[src/hw/rtl/gthn_pkg.sv]
`timescale 1ns / 1ps
`default_nettype none
// ----------------------------------------------------------------------------
// gthn_pkg: shared constants and types
// Sizes, item codes and result status codes of the two-hop neighborhood block.
// ----------------------------------------------------------------------------
package gthn_pkg;
  localparam int MAX_NODES  = 64;
  localparam int MAX_DEGREE = 16;
  localparam int SLOT_W     = $clog2(MAX_NODES);
  localparam int CNT_W      = $clog2(MAX_NODES + 1);
  localparam int DIDX_W     = $clog2(MAX_DEGREE);
  localparam int DEG_W      = $clog2(MAX_DEGREE + 1);
  localparam int ADJ_AW     = SLOT_W + DIDX_W;
  localparam int ID_W       = 16;

  localparam logic [1:0] MODE_ADD_NODE = 2'd0;
  localparam logic [1:0] MODE_ADD_EDGE = 2'd1;
  localparam logic [1:0] MODE_QUERY    = 2'd2;
  localparam logic [1:0] MODE_RSVD     = 2'd3;

  localparam logic [1:0] ST_DONE = 2'd0;
  localparam logic [1:0] ST_DUP  = 2'd1;
  localparam logic [1:0] ST_MISS = 2'd2;
  localparam logic [1:0] ST_FULL = 2'd3;

  typedef struct packed {
    logic [1:0]      status;
    logic            has_member;
    logic [ID_W-1:0] member_id;
    logic [1:0]      hop;
    logic            last;
  } result_t;
endpackage
`default_nettype wire

[src/hw/rtl/gthn_out_reg.sv]
`timescale 1ns / 1ps
`default_nettype none
// ----------------------------------------------------------------------------
// gthn_out_reg: result output register
// One-entry holding register between the sequencer and the result channel.
// ----------------------------------------------------------------------------
module gthn_out_reg (
  input  wire logic             clk,
  input  wire logic             rst_n,
  input  wire logic             push,
  input  wire gthn_pkg::result_t push_data,
  output logic                  full,
  output logic                  out_valid,
  input  wire logic             out_ready,
  output gthn_pkg::result_t     out_data
);
  logic              vld_r, vld_nxt;
  gthn_pkg::result_t dat_r;

  always_comb begin
    vld_nxt = vld_r;
    if (out_ready) vld_nxt = 1'b0;
    if (push) vld_nxt = 1'b1;
  end

  always_ff @(posedge clk) begin
    if (!rst_n) vld_r <= 1'b0;
    else vld_r <= vld_nxt;
    if (push) dat_r <= push_data;
  end

  assign full      = vld_r && !out_ready;
  assign out_valid = vld_r;
  assign out_data  = dat_r;
endmodule
`default_nettype wire
[config.mk]
export PLATFORM = sky130hd
export DESIGN_NAME = gthn_out_reg
export DESIGN_NICKNAME = d
export VERILOG_FILES = /design/src/hw/rtl/gthn_pkg.sv /design/src/hw/rtl/gthn_out_reg.sv
export SDC_FILE = /design/constraint.sdc
export NUM_CORES = 1
export LEC_CHECK = 0
export BUFFER_PORTS_ARGS = -buffer_cell sky130_fd_sc_hd__buf_2
export CORE_AREA = 2 2 56 58
export DETAILED_ROUTE_END_ITERATION = 8
export DIE_AREA = 0 0 58 60
export PLACE_DENSITY_LB_ADDON = 0.08
export SYNTH_ARGS = -nofsm -noshare
export SYNTH_HDL_FRONTEND = slang
export SYNTH_SLANG_ARGS = --single-unit
[constraint.sdc]
create_clock -name clk -period 0.8 [get_ports clk]
set_clock_uncertainty 0.2 [all_clocks]
set_input_delay 0.08 -clock clk [delete_from_list [all_inputs] [get_ports clk]]
set_output_delay 0.08 -clock clk [all_outputs]
set_load 0.1 [all_outputs]
==> flow_summary_export.csv <==
group,metric,value,unit
final_layout,fillers,260,
synth,post_synth_num_cell_types,4,
clocking,h-tree-depth,1,
outcome,violations,"negative hold slack, negative setup slack",
clocking,cts.path.max_buffers,2,
final_layout,layout_commonest_cell,"buf_12",
die,rows,20,
synth,yosysSeqAreaShare,0.970,
clocking,clk_pin_slew,0.12,ns
place,place_area,0.00140,mm^2
worst_setup_path,cp_data_required_time,0.52,ns
grt,grt_pass1_wl,1950,um
synth,synthesis.nets,51,
sta,finalHoldViolCount,45,
place,port_buffers,49,
final_layout,final_core_util,0.495,
synth,syn_inst,25,
sta,setup_viol,25,
die,io_pins,50,
routing,drt_pass1_iterations,3,
clocking,cts_tree,"done",
sta,worst_pin_slew,0.138,ns
routing,viasPerCell,3.82,
clocking,clock-sinks,23,
routing,via_count,439,
final_layout,ff_latch_area,684,um^2
synth,synth-seq-cells,23,
worst_setup_path,path_cells,"nor2b_4 -> buf_12",
power_and_ir_drop,power_density,2220,mW/mm^2
worst_setup_path,max_stage_delay,0.36,ns
worst_hold_path,hold_class,"primary input to flop",
grt,grt_max_degree,14,
clocking,insertion_delay,0.30,ns
final_layout,multiInputGateArea,21.3,um^2
clocking,postCtsSetupBuffers,0,
clocking,cts_resized,0,
worst_setup_path,worst_setup_path_start_kind,"flop",
die,die_y,60,um
die,start_util,0.242,
clocking,cts-root-buf,"clkbuf_4",
die,die_area,0.00348,mm^2
synth,avgSynthCellArea,28.1,um^2
sta,relSlewSlack,0.908,
routing,drcViolationCount,0,
worst_setup_path,worstPathArrival,1.00,ns
outcome,outcome,"complete, but fails checks",
sta,fmax,779,MHz
grt,grt_overflow_total,0,
grt,antenna_found_initial,0,
final_layout,layout.nets,109,
power_and_ir_drop,max-vdd-ir-drop,1290,uV
worst_setup_path,crit_path_top_delay_cell,"dfxtp_4",
flow_run,cap_violations,0,
place,globalplace.congestion,0.611,
final_layout,final_cell_mix,"buf_12, buf_2, edfxtp_1, clkbuf_4",
worst_setup_path,crit_path_max_fanout,2,
grt,track_usage,0.0805,
sta,hold_slack,-0.251,ns
final_layout,syn_to_final_growth,105,%
sta,fin_crit,1.28,ns
worst_setup_path,path_class,"flop to output port",
synth,syn_area,702,um^2
sta,finalWorstSetupSlack,-0.484,ns
sta,finalMaxSlewViolations,0,
worst_setup_path,cp_num_buf_inv,1,
worst_setup_path,crit_family,"flip-flops",
worst_setup_path,end_kind,"output port",
final_layout,final_cell_area,0.00144,mm^2
sta,min_period_over_period,1.60,
grt,grt_pass1_vias,450,
routing,wl,1270,um
routing,first_iter_violations,9,
routing,ant_nets,0,
synth,yosysWarnings,0,
final_layout,layout-drive-gt1-share,0.695,
clocking,numCtsBuffers,3,
routing,wl_per_cell,11.0,um
sta,grt_setup_unrepaired,"true",
die,fp.dieW,58,um
die,core,0.00290,mm^2
final_layout,diodes,0,
power_and_ir_drop,total_leakage_power,0.597,nW
[synth_stat cells, drive strengths merged]
master | instances | area (um^2)
nor2b | 1 | 13.8
o21a | 1 | 7.51
dfxtp | 1 | 20.0
edfxtp | 22 | 661
[per-layer routing]
| metal | vias up | global-route usage | wire [um] | part of all wire |
|---|---|---|---|---|
| li1 | 211 | - | - | - |
| met1 | 200 | 0.0765 | 394 | 0.31 |
| met2 | 28 | 0.153 | 774 | 0.61 |
| met3 | 0 | 0.0216 | 100 | 0.079 |
| met4 | 0 | 0.0498 | 0 | 0 |
| met5 | - | 0 | 0 | 0 |
[registers in the layout, summed over array words and instances, names as in the netlist]
name,flops
out_data,22
out_valid,1
[path summary, 6_finish.rpt]
check | depth (start not counted) | start | endpoint | slack (ns)
worst min register to register | 2 | out_valid | out_valid | 0.47
worst min-delay path | 1 | push_data[12] | out_data[12] | -0.25
worst max register to register | 2 | out_valid | out_valid | -0.15
worst max-delay path | 2 | out_valid | full | -0.48
[area by class of cell]
class | count | share of cell area
Clock buffer | 4 | 0.0183
Multi-Input combinational cell | 2 | 0.0148
Sequential cell | 23 | 0.476
Tap cell | 33 | 0.0287
Timing Repair Buffer | 53 | 0.462
[cell families after synthesis]
| logic type | Yosys count | synth area share |
|---|---|---|
| flops | 23 | 0.970 |
| simple gates | 1 | 0.0196 |
| compound gates | 1 | 0.0107 |
[what timing repair did]
| action | 4_1_cts | 5_1_grt |
|---|---|---|
| endpoints found under the setup margin | 25 | 25 |
| pin swaps | 1 | 0 |
| hold endpoints to repair | 45 | 45 |
[power by group]
group / switching [mW] / internal, mW
sequential: 0.0718 / 1.43
combinational: 0.768 / 0.421
clock: 0.304 / 0.194
total: 1.14 / 2.04
[stage by stage]
stage          TNS (ns)  power, mW  setup slack, ns  instances
2_1_floorplan     -9.80       2.18           -0.754         25
3_3_place_gp      -2.94       2.71           -0.139        110
3_5_place_dp      -3.07       2.72           -0.152        110
4_1_cts          -10.22       3.23           -0.503        114
5_1_grt          -11.25       3.33           -0.556        115
6_report          -9.73       3.18           -0.484        115
No activity file was read; power rests on OpenSTA's default activity.
